**src/rtl/rio_pkg.sv**
```systemverilog
// types and constants for the rectangle intersection and border strip block
package rio_pkg;

  localparam int NUM_SLOTS = 5;
  localparam int SLOT_W    = $clog2(NUM_SLOTS);

  localparam int SLOT_INTER  = 0;
  localparam int SLOT_TOP    = 1;
  localparam int SLOT_BOTTOM = 2;
  localparam int SLOT_LEFT   = 3;
  localparam int SLOT_RIGHT  = 4;

  typedef enum logic [2:0] {
    ZK_EMPTY  = 3'd0,
    ZK_INTER  = 3'd1,
    ZK_TOP    = 3'd2,
    ZK_BOTTOM = 3'd3,
    ZK_LEFT   = 3'd4,
    ZK_RIGHT  = 3'd5
  } zone_kind_t;

  typedef struct packed {
    logic signed [15:0] domain_x;
    logic signed [15:0] domain_y;
    logic [14:0]        domain_w;
    logic [14:0]        domain_h;
    logic signed [15:0] req_x;
    logic signed [15:0] req_y;
    logic [14:0]        req_w;
    logic [14:0]        req_h;
  } rect_item_t;

  typedef struct packed {
    zone_kind_t         kind;
    logic signed [15:0] x;
    logic signed [15:0] y;
    logic [14:0]        w;
    logic [14:0]        h;
  } zone_t;

endpackage

```
**src/rtl/rio_zones.sv**
```systemverilog
// computes the intersection and the four border strips of one item
module rio_zones
  import rio_pkg::*;
(
  input  rect_item_t           item,
  output zone_t                zones [NUM_SLOTS],
  output logic [NUM_SLOTS-1:0] present
);

  logic signed [17:0] dx, dy, rx, ry, dw, dh, rw, rh;
  logic signed [17:0] d_x1, d_y1, r_x1, r_y1;
  logic signed [17:0] nx, ny, iw, ih;
  logic signed [18:0] top, bottom, left, right, adj, strip_h, tp;
  logic signed [18:0] bottom_y, right_x;
  logic               overlap;

  always_comb begin
    dx = {{2{item.domain_x[15]}}, item.domain_x};
    dy = {{2{item.domain_y[15]}}, item.domain_y};
    rx = {{2{item.req_x[15]}}, item.req_x};
    ry = {{2{item.req_y[15]}}, item.req_y};
    dw = {3'b000, item.domain_w};
    dh = {3'b000, item.domain_h};
    rw = {3'b000, item.req_w};
    rh = {3'b000, item.req_h};

    d_x1 = dx + dw;
    d_y1 = dy + dh;
    r_x1 = rx + rw;
    r_y1 = ry + rh;
    nx   = (dx > rx) ? dx : rx;
    ny   = (dy > ry) ? dy : ry;
    iw   = ((d_x1 < r_x1) ? d_x1 : r_x1) - nx;
    ih   = ((d_y1 < r_y1) ? d_y1 : r_y1) - ny;
    overlap = (iw > 18'sd0) && (ih > 18'sd0);

    top    = {dy[17], dy} - {ry[17], ry};
    bottom = {rh[17], rh} - {dh[17], dh} - top;
    left   = {dx[17], dx} - {rx[17], rx};
    right  = {rw[17], rw} - {dw[17], dw} - left;
    adj    = ((top < 19'sd0) ? top : 19'sd0) + ((bottom < 19'sd0) ? bottom : 19'sd0);
    // side strips only cover the rows shared with the domain
    strip_h  = {dh[17], dh} + adj;
    tp       = (top > 19'sd0) ? top : 19'sd0;
    bottom_y = top + {dh[17], dh};
    right_x  = left + {dw[17], dw};

    if (overlap) begin
      zones[SLOT_INTER] = '{kind: ZK_INTER, x: nx[15:0], y: ny[15:0],
                            w: iw[14:0], h: ih[14:0]};
    end else begin
      zones[SLOT_INTER] = '{kind: ZK_EMPTY, x: 16'sd0, y: 16'sd0, w: 15'd0, h: 15'd0};
    end
    zones[SLOT_TOP]    = '{kind: ZK_TOP, x: 16'sd0, y: 16'sd0,
                           w: item.req_w, h: top[14:0]};
    zones[SLOT_BOTTOM] = '{kind: ZK_BOTTOM, x: 16'sd0, y: bottom_y[15:0],
                           w: item.req_w, h: bottom[14:0]};
    zones[SLOT_LEFT]   = '{kind: ZK_LEFT, x: 16'sd0, y: tp[15:0],
                           w: left[14:0], h: strip_h[14:0]};
    zones[SLOT_RIGHT]  = '{kind: ZK_RIGHT, x: right_x[15:0], y: tp[15:0],
                           w: right[14:0], h: strip_h[14:0]};

    present[SLOT_INTER]  = 1'b1;
    present[SLOT_TOP]    = overlap && (top > 19'sd0);
    present[SLOT_BOTTOM] = overlap && (bottom > 19'sd0);
    present[SLOT_LEFT]   = overlap && (left > 19'sd0);
    present[SLOT_RIGHT]  = overlap && (right > 19'sd0);
  end

endmodule

```
**src/rtl/rect_intersect_outzones.sv**
```systemverilog
// Rectangle intersection with border strips. Each accepted item (domain and
// request rectangle) yields one to five zones: the intersection in absolute
// coordinates, then the top, bottom, left and right strips of the request
// outside the domain, request-relative; no overlap gives one empty zone.
// Zones leave one per cycle through the output register while out_stall is
// low, zone_last on the final one. An item stays in the input register until
// its last zone moves into the single output register, which takes one zone
// at a time; the next item is accepted in the cycle that the previous item's
// last zone moves into the output register. Each zone passes through the
// input register and then the output register.
module rect_intersect_outzones
  import rio_pkg::*;
(
  input  logic               clk,
  input  logic               rst,
  input  logic               in_valid,
  output logic               in_stall,
  input  logic signed [15:0] domain_x,
  input  logic signed [15:0] domain_y,
  input  logic [14:0]        domain_w,
  input  logic [14:0]        domain_h,
  input  logic signed [15:0] req_x,
  input  logic signed [15:0] req_y,
  input  logic [14:0]        req_w,
  input  logic [14:0]        req_h,
  output logic               out_valid,
  input  logic               out_stall,
  output logic [2:0]         zone_kind,
  output logic signed [15:0] zone_x,
  output logic signed [15:0] zone_y,
  output logic [14:0]        zone_w,
  output logic [14:0]        zone_h,
  output logic               zone_last
);

  rect_item_t           item;
  logic                 item_valid;
  logic [NUM_SLOTS-1:0] sent;

  zone_t                zones [NUM_SLOTS];
  logic [NUM_SLOTS-1:0] present;
  logic [NUM_SLOTS-1:0] remaining;
  logic [NUM_SLOTS-1:0] sel_bit;
  logic [SLOT_W-1:0]    sel_idx;
  logic                 sel_last;
  logic                 load;
  logic                 in_take;

  zone_t                out_zone;

  rio_zones u_zones (
    .item    (item),
    .zones   (zones),
    .present (present)
  );

  // lowest pending slot goes next
  always_comb begin
    remaining = present & ~sent;
    sel_idx   = '0;
    for (int i = NUM_SLOTS - 1; i >= 0; i--) begin
      if (remaining[i]) begin
        sel_idx = SLOT_W'(i);
      end
    end
    sel_bit  = NUM_SLOTS'(1) << sel_idx;
    sel_last = (remaining & ~sel_bit) == '0;
  end

  assign load     = item_valid && (!out_valid || !out_stall);
  assign in_stall = item_valid && !(load && sel_last);
  assign in_take  = in_valid && !in_stall;

  always_ff @(posedge clk) begin
    if (rst) begin
      item_valid <= 1'b0;
      sent       <= '0;
      out_valid  <= 1'b0;
    end else begin
      if (in_take) begin
        item_valid <= 1'b1;
        sent       <= '0;
      end else if (load) begin
        if (sel_last) begin
          item_valid <= 1'b0;
        end
        sent <= sent | sel_bit;
      end
      if (load) begin
        out_valid <= 1'b1;
      end else if (!out_stall) begin
        out_valid <= 1'b0;
      end
    end
  end

  always_ff @(posedge clk) begin
    if (in_take) begin
      item <= '{domain_x: domain_x, domain_y: domain_y, domain_w: domain_w,
                domain_h: domain_h, req_x: req_x, req_y: req_y,
                req_w: req_w, req_h: req_h};
    end
    if (load) begin
      out_zone  <= zones[sel_idx];
      zone_last <= sel_last;
    end
  end

  assign zone_kind = out_zone.kind;
  assign zone_x    = out_zone.x;
  assign zone_y    = out_zone.y;
  assign zone_w    = out_zone.w;
  assign zone_h    = out_zone.h;

endmodule

```
**config.mk**
```make
export PLATFORM = sky130hd
export DESIGN_NAME = rect_intersect_outzones
export DESIGN_NICKNAME = d
export VERILOG_FILES = /design/src/rtl/rio_pkg.sv /design/src/rtl/rio_zones.sv /design/src/rtl/rect_intersect_outzones.sv
export SDC_FILE = /design/constraint.sdc
export NUM_CORES = 1
export LEC_CHECK = 0
export BUFFER_PORTS_ARGS = -buffer_cell sky130_fd_sc_hd__buf_2
export CORE_MARGIN = 1.5
export CORE_UTILIZATION = 30
export DETAILED_ROUTE_END_ITERATION = 8
export HOLD_SLACK_MARGIN = 0.08
export SLEW_MARGIN = 10
export SYNTH_ARGS = -nofsm -noshare
export SYNTH_HDL_FRONTEND = slang
export SYNTH_SLANG_ARGS = --single-unit
```
**constraint.sdc**
```tcl
create_clock -name clk -period 26.9 [get_ports clk]
set_input_delay 0 -clock clk [delete_from_list [all_inputs] [get_ports clk]]
set_output_delay 0 -clock clk [all_outputs]
set_load 0.05 [all_outputs]
```
# After elaboration in Yosys (flattened, before gate mapping)
# Cells that the tools add are included.
# totals
input_bits,128
reg_bits,197
mem_bits_rw,0
elab_cells,94
n_memories,0
rom_bits,0
output_inout_bits,68
latchBits,0
# op_classes
n_eq_ne,1
multipliers,0
n_lt_le_gt_ge,13
div,0
shift,1
reduce_logical,19
bitwise_logic,6
muxes,21
addsub,16
# ops
op,count
binary-select mux 65 bit (select 3 bit),1
2-to-1 mux 65 bit,2
2-to-1 mux 18 bit,4
adder 16 x 16 -> 17 bit,4
2-to-1 mux 63 bit,1
"greater-than comparator 19 x 1 -> 1 bit, second input constant",2
"greater-than comparator 18 x 1 -> 1 bit, second input constant",2
< comparator 18 bit,2
subtractor 16 x 17 -> 18 bit,2
subtractor 18 bit,2
"greater-than comparator 17 x 1 -> 1 bit, second input constant",2
subtractor 16 x 16 -> 17 bit,2
adder 16 x 15 -> 16 bit,2
greater-than comparator 16 bit,2
subtractor 15 x 15 -> 16 bit,2
adder 15 bit,2
2-to-1 mux 15 bit,2
"< comparator 19 x 1 -> 1 bit, second input constant",1
"< comparator 17 x 1 -> 1 bit, second input constant",1
2-to-1 mux 16 bit,1
2-to-1 mux 3 bit,5
bitwise AND 5 bit,2
inverter 5 bit,2
logical AND 1 bit,9
12 further kinds,20

# Depth between registers and ports, before layout
# Gate-level depths: netlist (run 1).
# logic_depth
depth_word,24
mapped_depth,42
ltp_nobuf,39

# Hierarchy
# Synthesis (run 1) repeated with hierarchy kept, for this count alone.
# hier_totals
cells_unflattened,2547
area_unflattened_um2,22439.0
# by_module_without_submodules
module,cells_each,seq_area_each_um2,instances,area_each_um2
rio_zones,1925,0.0,1,13925.9
rect_intersect_outzones,622,5845.6,1,8513.2

# Worst setup path after synthesis (run 1)
# OpenSTA, ideal clock, no wires.
# synth_timing
path_type,register -> register
start,reg item[77] (netlist name)
end,reg item[0] (netlist name)
required_ns,26.459
synth_period_minus_slack_ns,9.930
path_stages_with_launch,38
arrival_ns,9.489
setup_time_ns,0.441
n_path_buf,2
slack_ns,16.970
cell_sequence,edfxtp_1 > ha_1 > fa_1 > a21o_1 > a21oi_1 > o21ai_0 > a21oi_1 > o21bai_1 > a211o_1 > a2111oi_0 > o31ai_1 > a21oi_1 > xnor2_1 > inv_1 > ha_1 > a21o_1 > a21oi_1 > xnor2_1 > [2 not listed] > ha_1 > fa_1 > and2b_1 > o31ai_2 > a211o_1 > nand3_1 > or3b_1 > or4_1 > nor4_2 > nor4_1 > buf_4 > nand2_2 > buf_2 > ha_1 > nand2_1 > nor4_1 > a211o_1 > a31o_2
# synth_between
elab_chain_cells,22
elab_cells_between_ends,28
cone_classes,4 x add/sub; 3 x order compare; 1 x shift; 6 x mux; 3 x bitwise; 11 x reduce/logical
# synth_lines
item,line_no,rtl
adder 16 x 16 -> 17 bit,rio_zones.sv:27,d_x1 = dx + dw;
< comparator 18 bit,rio_zones.sv:33,iw = ((d_x1 < r_x1) ? d_x1 : r_x1) - nx;
2-to-1 mux 18 bit,rio_zones.sv:33,
subtractor 18 bit,rio_zones.sv:33,
greater-than comparator 18 x 1 -> 1 bit,rio_zones.sv:35,overlap = (iw > 18'sd0) && (ih > 18'sd0);
logical AND 1 bit,rio_zones.sv:35,
logical AND 1 bit,rio_zones.sv:67,present[SLOT_RIGHT] = overlap && (right > 19'sd0);
bitwise AND 5 bit (*),rect_intersect_outzones.sv:59,remaining = present & ~sent;
[8 not listed],-,
zero test 5 bit (*),rect_intersect_outzones.sv:67,sel_last = (remaining & ~sel_bit) == '0;
via sel_last,rect_intersect_outzones.sv:45,logic sel_last;
logical AND 1 bit (*),rect_intersect_outzones.sv:71,assign in_stall = item_valid && !(load && sel_last);
zero test 1 bit (*),rect_intersect_outzones.sv:71,
logical AND 1 bit (*),rect_intersect_outzones.sv:71,
zero test 1 bit (*),rect_intersect_outzones.sv:72,assign in_take = in_valid && !in_stall;
logical AND 1 bit (*),rect_intersect_outzones.sv:72,
via in_take,rect_intersect_outzones.sv:47,logic in_take;
# The timed path passes the listed nets; every way through them passes the cells marked *.
# A chain may end at the register's enable or synchronous reset.

# Worst setup path after layout (run 1)
# layout_timing
start,reg item[109] (netlist name)
end,out in_stall
# layout_between
elab_chain_cells,20
elab_cells_between_ends,29
cone_classes,4 x add/sub; 5 x order compare; 1 x shift; 7 x mux; 3 x bitwise; 9 x reduce/logical
# layout_lines
item,line_no,rtl
adder 16 x 16 -> 17 bit,rio_zones.sv:27,
< comparator 18 bit,rio_zones.sv:33,
2-to-1 mux 18 bit,rio_zones.sv:33,
subtractor 18 bit,rio_zones.sv:33,
greater-than comparator 18 x 1 -> 1 bit,rio_zones.sv:35,
logical AND 1 bit,rio_zones.sv:35,
logical AND 1 bit,rio_zones.sv:67,
bitwise AND 5 bit (*),rect_intersect_outzones.sv:59,
2-to-1 mux 3 bit (5 in a row),rect_intersect_outzones.sv:62,if (remaining[i]) begin
<< shifter 1 x 3 -> 5 bit,rect_intersect_outzones.sv:66,sel_bit = NUM_SLOTS'(1) << sel_idx;
inverter 5 bit,rect_intersect_outzones.sv:67,
bitwise AND 5 bit (*),rect_intersect_outzones.sv:67,
zero test 5 bit (*),rect_intersect_outzones.sv:67,
via sel_last,rect_intersect_outzones.sv:45,
logical AND 1 bit (*),rect_intersect_outzones.sv:71,
zero test 1 bit (*),rect_intersect_outzones.sv:71,
logical AND 1 bit (*),rect_intersect_outzones.sv:71,
"end, declared",rect_intersect_outzones.sv:17,"output logic in_stall,"
# Marked as above.

==> out/metrics.yaml, run 1 <==
hold_viol: 0
postPlaceCellArea_sq_um: 23600
dr_total_vias: 19600
setup_slack_ps: 15540
drv_cap: 0
dr.first_iter.drc_count: 1304
syn-cell-area_sq_um: 21700
root_buffer: "clkbuf_16"
crit_family: "compound AO/OA/AOI/OAI gates"
postCtsResizedCells: 0
fin_worst_skew_ps: 23.6
worstSetupStartpoint: "item[109]$_DFFE_PP_"
hold_depth: 2
rows: 98
clkSinkCount: 197
areaGrowthSynthToFinish_pct: 17.6
crit_type: "register to output port"
critPathMostFrequentCell: "ha_1"
die_w_microns: 272
gr-usage-all-layers_pct: 19.1
post_synth_num_cell_types: 116
ys_seq_area_share_pct: 27.0
drive_gt1_share_pct: 12.9
layout_commonest_cell: "ha_1"
drc_errors: 0
hold-path-endpoint: "item[8]$_DFFE_PP_"
grt_start_max_net_pins: 72
final_cell_mix: "ha_1 (266), inv_1 (247), buf_2 (195)"
min-delay-start: "req_h[8]"
dr.pass1.iters: 8
drtAntennaViolNets: 0
fin_tns_setup_ps: 0
clockBufferDepth: 2
nNetsFinal: 3121
netlist_instances: 2410
clk_pin_slew_ps: 90
synth_edf_count: 190
die_area_sq_um: 73900
fmax_mhz: 88.0
grt_overflow_total: 0
crit_buf_inv: 1
rsz0062_at_grt: "false"
cp_max_fo: 25
cts_tree: "yes"
gp_congestion: 0.942
tightest_slew_ps: 1140
grt_pass1_wl_microns: 108000
wl_microns: 71600
die_h_microns: 272
coreArea_sq_um: 71500
cts_setup_buffers: 0
grt_pass1_vias: 18900
hpwl_microns: 57400
ys_async_sr_fraction_pct: 0
max_slew_margin_pct: 23.8
via_per_inst: 5.35
min_period_over_period_pct: 42.2
synth_fp_nets: 2833
fin_crit_ps: 11360
syn_avg_cell_area_sq_um: 9.00
crit_path_top_delay_cell: "xnor2_2"
finalSetupViolations: 0
r2r_slack_ps: 15640
critPathRequiredTime_ps: 26900
critPathMaxStageDelay_ps: 840
wl_per_cell_microns: 19.5
ios: 196
cp-end-kind: "output port"
pre_cts_slack_ps: 15670
cts-buffers-inserted: 17
cp-start-kind: "register"
antenna_found_initial: 2
timing.reg2reg.worst_path_depth: 35
r2r-start: "item[109]$_DFFE_PP_"
clk_latency_ps: 530
hold_class: "primary input to register"
ys.warnings.count: 0
cp.arrival_ps: 11360
status: "completed"
start_util_pct: 30.3
ys_ff_latch: 197
slew_viol_final: 0
ys.flop_type: "edfxtp_1"
rr_endpoint: "item[32]$_DFFE_PP_"
place.port_buffers: 195
h-tree-depth: 4
final_area_sq_um: 25500
Yosys cell counts (7+ instances only):
library cell / n / share of area [%]
a2111oi_0: 10 / 0.40
a211o_1: 12 / 0.48
a211oi_1: 21 / 0.73
a21boi_0: 10 / 0.35
a21o_1: 69 / 2.4
a21oi_1: 170 / 3.9
a221oi_2: 12 / 0.83
a31o_2: 24 / 0.97
a31oi_1: 32 / 0.92
and2_1: 12 / 0.35
and3_1: 22 / 0.63
buf_2: 22 / 0.51
buf_4: 8 / 0.28
clkbuf_1: 26 / 0.45
dfxtp_1: 7 / 0.65
edfxtp_1: 190 / 26
fa_1: 29 / 2.7
ha_1: 266 / 15
inv_1: 247 / 4.3
mux2_2: 8 / 0.42
mux2i_1: 54 / 2.5
nand2_1: 158 / 2.7
nand2b_1: 29 / 0.84
nand3_1: 45 / 1.0
nand3b_1: 13 / 0.45
nand4_1: 15 / 0.43
nor2_1: 133 / 2.3
nor2b_1: 21 / 0.61
nor3_1: 93 / 2.1
nor4_1: 19 / 0.55
o2111ai_1: 14 / 0.57
o211a_1: 10 / 0.46
o211ai_1: 14 / 0.48
o21a_1: 45 / 1.6
o21ai_0: 106 / 2.4
o21ai_1: 10 / 0.23
o21bai_1: 27 / 0.93
o221ai_1: 17 / 0.69
o22ai_1: 22 / 0.63
o31a_1: 10 / 0.40
o31ai_1: 13 / 0.45
or2_2: 9 / 0.26
or3_1: 22 / 0.63
xnor2_1: 110 / 4.4
xor2_1: 49 / 2.0
layer usage:
| metal | track usage (%) | part of all wire, % | routed length, microns | vias to the layer above |
|---|---|---|---|---|
| met2 | 33.9 | 49 | 35300 | 561 |
| met4 | 4.50 | 1.4 | 1020 | 0 |
| li1 | - | - | - | 9588 |
| met1 | 24.4 | 44 | 31700 | 9409 |
| met3 | 2.46 | 5.0 | 3610 | 57 |
| met5 | 0 | 0 | 0 | - |
layout make-up:
type	instances	area (sq um)
timing repair buffer	335	2350
antenna	2	5.00
tap	950	1190
clock inverter	13	170
sequential	197	5850
clock buffer	19	433
multi-input combinational	1898	14600
fill	7303	46000
inverter	249	935
sequential cells by signal (all words and copies together) (netlist names):
name        cells
zone_h         15
zone_kind       3
zone_x         16
item_valid      1
item          124
zone_last       1
out_valid       1
zone_w         15
sent            5
zone_y         16
stage by stage:
step | cells | hold slack [ps] | utilization, %
2_1_floorplan | 2410 | 69.7 | -
3_3_place_gp | 3501 | 177 | 33.0
3_5_place_dp | 3501 | 178 | 33.0
4_1_cts | 3661 | 148 | 35.7
5_1_grt | 3661 | 170 | 35.7
6_report | 3663 | 172 | 35.7
logic make-up (layout without fill, tap and decap cells):
family	after synthesis	in the layout	synth area share (%)
AO/OA/AOI/OAI	747	747	24.7
flip-flops	197	197	27.0
multiplexers	62	62	2.91
buffers and inverters	315	616	5.94
adder cells (fa/ha/maj)	297	297	18.1
other	0	2	0
AND/OR/NAND/NOR	631	631	14.8
XOR/XNOR	161	161	6.57
worst max path at each step:
stage                    endpoint  slack [ps]  cells after the start
5_1_grt        item[35]$_DFFE_PP_       14780                     35
3_3_place_gp   item[63]$_DFFE_PP_       15870                     35
4_1_cts                  in_stall       15460                     33
6_report                 in_stall       15540                     33
2_1_floorplan   item[0]$_DFFE_PP_       16970                     37
3_5_place_dp   item[63]$_DFFE_PP_       15670                     35
timing repair:
item,CTS,global route
hold endpoints to repair,131,0
hold buffers,128,0
endpoints found under the setup margin,0,0
Power of run 1 is not shown: default switching activity piles up to over one toggle a cycle in this logic, so the estimate is an artifact.
==> run 2: changes to the inputs <==
Settings changed: ABC_AREA set to 1.
Clock period 26.9 ns to 10.9 ns, I/O delays scaled along.
==> run 2 against run 1 <==
The flow now finishes with violations (design-rule violations). Critical endpoint is now item[71]$_DFFE_PP_. Global-route usage increased by 1.1 points. Register-to-register slack got worse by 14000 ps. Synthesized cell count up 32%. Critical path type is now register to register. Worst hold slack improved by 25 ps.
==> out/metrics.yaml, run 2 <==
wl_microns: 76800  # +7.3%
cts_setup_buffers: 0  # unchanged
hold_class: "primary input to register"
synth_mux_area_share_pct: 0  # -2.9 points
synth_area_leaders: "edfxtp_1 (26%), nand2_1 (15%), ha_1 (15%)"
via_per_inst: 4.90  # -8.5%
antenna_found_initial: 0  # -2
die_area_sq_um: 75900  # +2.6%
nNetsFinal: 3907  # +25%
diodes: 0  # -2
cp-end-kind: "register"
hold_viol: 0  # unchanged
rows: 99  # +1.0%
cts_tree: "yes"
synthAdderAreaFrac_pct: 17.6  # -0.56 points
dr.pass1.iters: 9  # +1
cts-hold-fix-buffers: 128  # unchanged
violations: "design-rule violations"
grt_pass1_wl_microns: 117000  # +7.7%
min_period_over_period_pct: 88.7
fmax_mhz: 103
wl_per_cell_microns: 17.2  # -12%
ys_seq_area_share_pct: 26.3  # -0.70 points
drive_gt1_share_pct: 8.81  # -4.1 points
crit_type: "register to register"
clockBufferDepth: 2  # unchanged
h-tree-depth: 4  # unchanged
layout_commonest_cell: "nand2_1"
drv_cap: 0  # unchanged
grt_pass1_vias: 20300  # +7.3%
critPathMaxStageDelay_ps: 580  # -260 ps
r2r-start: "item[30]$_DFFE_PP_"
die_h_microns: 275  # +1.3%
cp-start-kind: "register"
max_slew_margin_pct: 25.7  # +1.9 points
critPathMostFrequentCell: "nand2_1"
slew_viol_final: 0  # unchanged
synth_most_common_cell: "nand2_1"
tightest_slew_ps: 1110  # -26.5 ps
rr_endpoint: "item[71]$_DFFE_PP_"
place.port_buffers: 195  # unchanged
r2r_slack_ps: 1230  # -14410 ps
syn-cell-area_sq_um: 22300  # +2.7%
gp_congestion: 0.981  # +4.1%
yosys.area_share.simple_pct: 27.9  # +13 points
hpwl_microns: 63100  # +10%
post_synth_num_cell_types: 54  # -53%
root_buffer: "clkbuf_16"
fin_crit_ps: 9670
start_util_pct: 30.4  # +0.078 points
coreArea_sq_um: 73200  # +2.4%
timing.reg2reg.worst_path_depth: 49  # +40%
areaGrowthSynthToFinish_pct: 17.1
finalSetupViolations: 0  # unchanged
clk_latency_ps: 520  # about the same
synth_top_family_by_area: "simple AND/OR/NAND/NOR gates"
dr.first_iter.drc_count: 1912  # +47%
cp_max_fo: 34  # +36%
status: "finished with violations"
postCtsResizedCells: 0  # unchanged
grt_overflow_total: 0  # unchanged
synth_compound_area_share_pct: 13.1  # -12 points
cts-buffers-inserted: 17  # unchanged
synthTopCellsByCount: "nand2_1 (896), inv_1 (502), ha_1 (266)"
syn_avg_cell_area_sq_um: 6.99  # -22%
ys.flop_type: "edfxtp_1"
ys.warnings.count: 0  # unchanged
final_cell_mix: "nand2_1 (896), inv_1 (500), ha_1 (266)"
largest_register: "item"
clk_pin_slew_ps: 80  # about the same
synth_fp_nets: 3607  # +27%
ys_ff_latch: 197  # unchanged
synth-xor-area-share_pct: 5.10  # -1.5 points
rsz0062_at_grt: "false"
die_w_microns: 275  # +1.3%
fin_worst_skew_ps: 23.6  # +0.00990 ps
synth_edf_count: 190  # unchanged
cp.arrival_ps: 9830  # -1530 ps
place_inst: 4296  # +23%
gr-usage-all-layers_pct: 20.2  # +1.1 points
critPathRequiredTime_ps: 11060  # -15840 ps
crit_path_top_delay_cell: "nand2_1"
stdcell_count: 4456  # +22%
fin_tns_setup_ps: 0  # unchanged
netlist_instances: 3184  # +32%
largest_reg_flops: 124  # unchanged
ios: 196  # unchanged
clkSinkCount: 197  # unchanged
hold-path-endpoint: "item[54]$_DFFE_PP_"
netlist.top_cell.by_area: "edfxtp_1"
drc_errors: 8  # +8
drtAntennaViolNets: 0  # unchanged
min-delay-start: "req_x[8]"
ys_async_sr_fraction_pct: 0  # unchanged
hold_depth: 2  # unchanged
yosysTopAreaCellShare_pct: 25.6  # -0.68 points
grt_start_max_net_pins: 72  # unchanged
dr_total_vias: 21800  # +11%
==> run 2: cell types whose count changed after synthesis, sizes merged, moves of 54 or more <==
cell,previous run,this run
mux2i,54,0
nand2,161,909
inv,249,521
a21oi,176,265
nand3,45,204
nor2,134,246
a21o,70,14
xnor2,112,44
==> run 2: logic make-up (layout without fill, tap and decap cells) <==
family	Yosys count	after routing
fa+ha+maj	295	295
xor+xnor	128	128
compound gates	515	515
flops	197	197
buf+inv	571	884
simple gates	1478	1478
==> run 2: how the worst max path moves through the flow <==
stage / from / endpoint / cells past startpoint
detailed placement: item[0]$_DFFE_PP_ / item[43]$_DFFE_PP_ / 49
CTS: item[30]$_DFFE_PP_ / item[71]$_DFFE_PP_ / 49
global placement: item[30]$_DFFE_PP_ / item[14]$_DFFE_PP_ / 49
finish: item[30]$_DFFE_PP_ / item[71]$_DFFE_PP_ / 49
floorplan: item[15]$_DFFE_PP_ / item[0]$_DFFE_PP_ / 53
global route: item[30]$_DFFE_PP_ / item[71]$_DFFE_PP_ / 49
==> run 2: layer usage <==
layer / vias up / share of wire, % / global-route usage (%)
met5: - / 0 / 0
met4: 0 / 2.0 / 5.35
met3: 83 / 6.6 / 2.97
met2: 702 / 44 / 31.8
met1: 9989 / 48 / 28.8
li1: 11100 / - / -
==> run 2: area by class of cell <==
type	instances	area (sq um)
Fill cell	7802	47100
Multi-Input combinational cell	2416	14200
Sequential cell	197	5850
Timing Repair Buffer	331	2330
Inverter	521	1960
Tap cell	959	1200
Clock buffer	17	425
Clock inverter	15	120
==> run 2: worst max-delay path: cells and delay by family (launching register included) <==
family,cells,cell delay [ps]
buffers and inverters,6,1070
AO/OA/AOI/OAI,9,1960
AND/OR/NAND/NOR,27,3620
flip-flops,1,440
adder cells (fa/ha/maj),6,1980
XOR/XNOR,1,190
==> run 2: stage by stage <==
stage          worst slack [ps]  hold WS, ps  cell area, sq um  util [%]
2_1_floorplan              1490         69.1             22300         -
3_3_place_gp               1520          178             24200      33.1
3_5_place_dp               1330          178             24200      33.1
4_1_cts                    1280          162             26100      35.6
5_1_grt                    46.0          194             26100      35.6
6_report                   1230          197             26100      35.6
Power of run 2 is left out for the same reason.
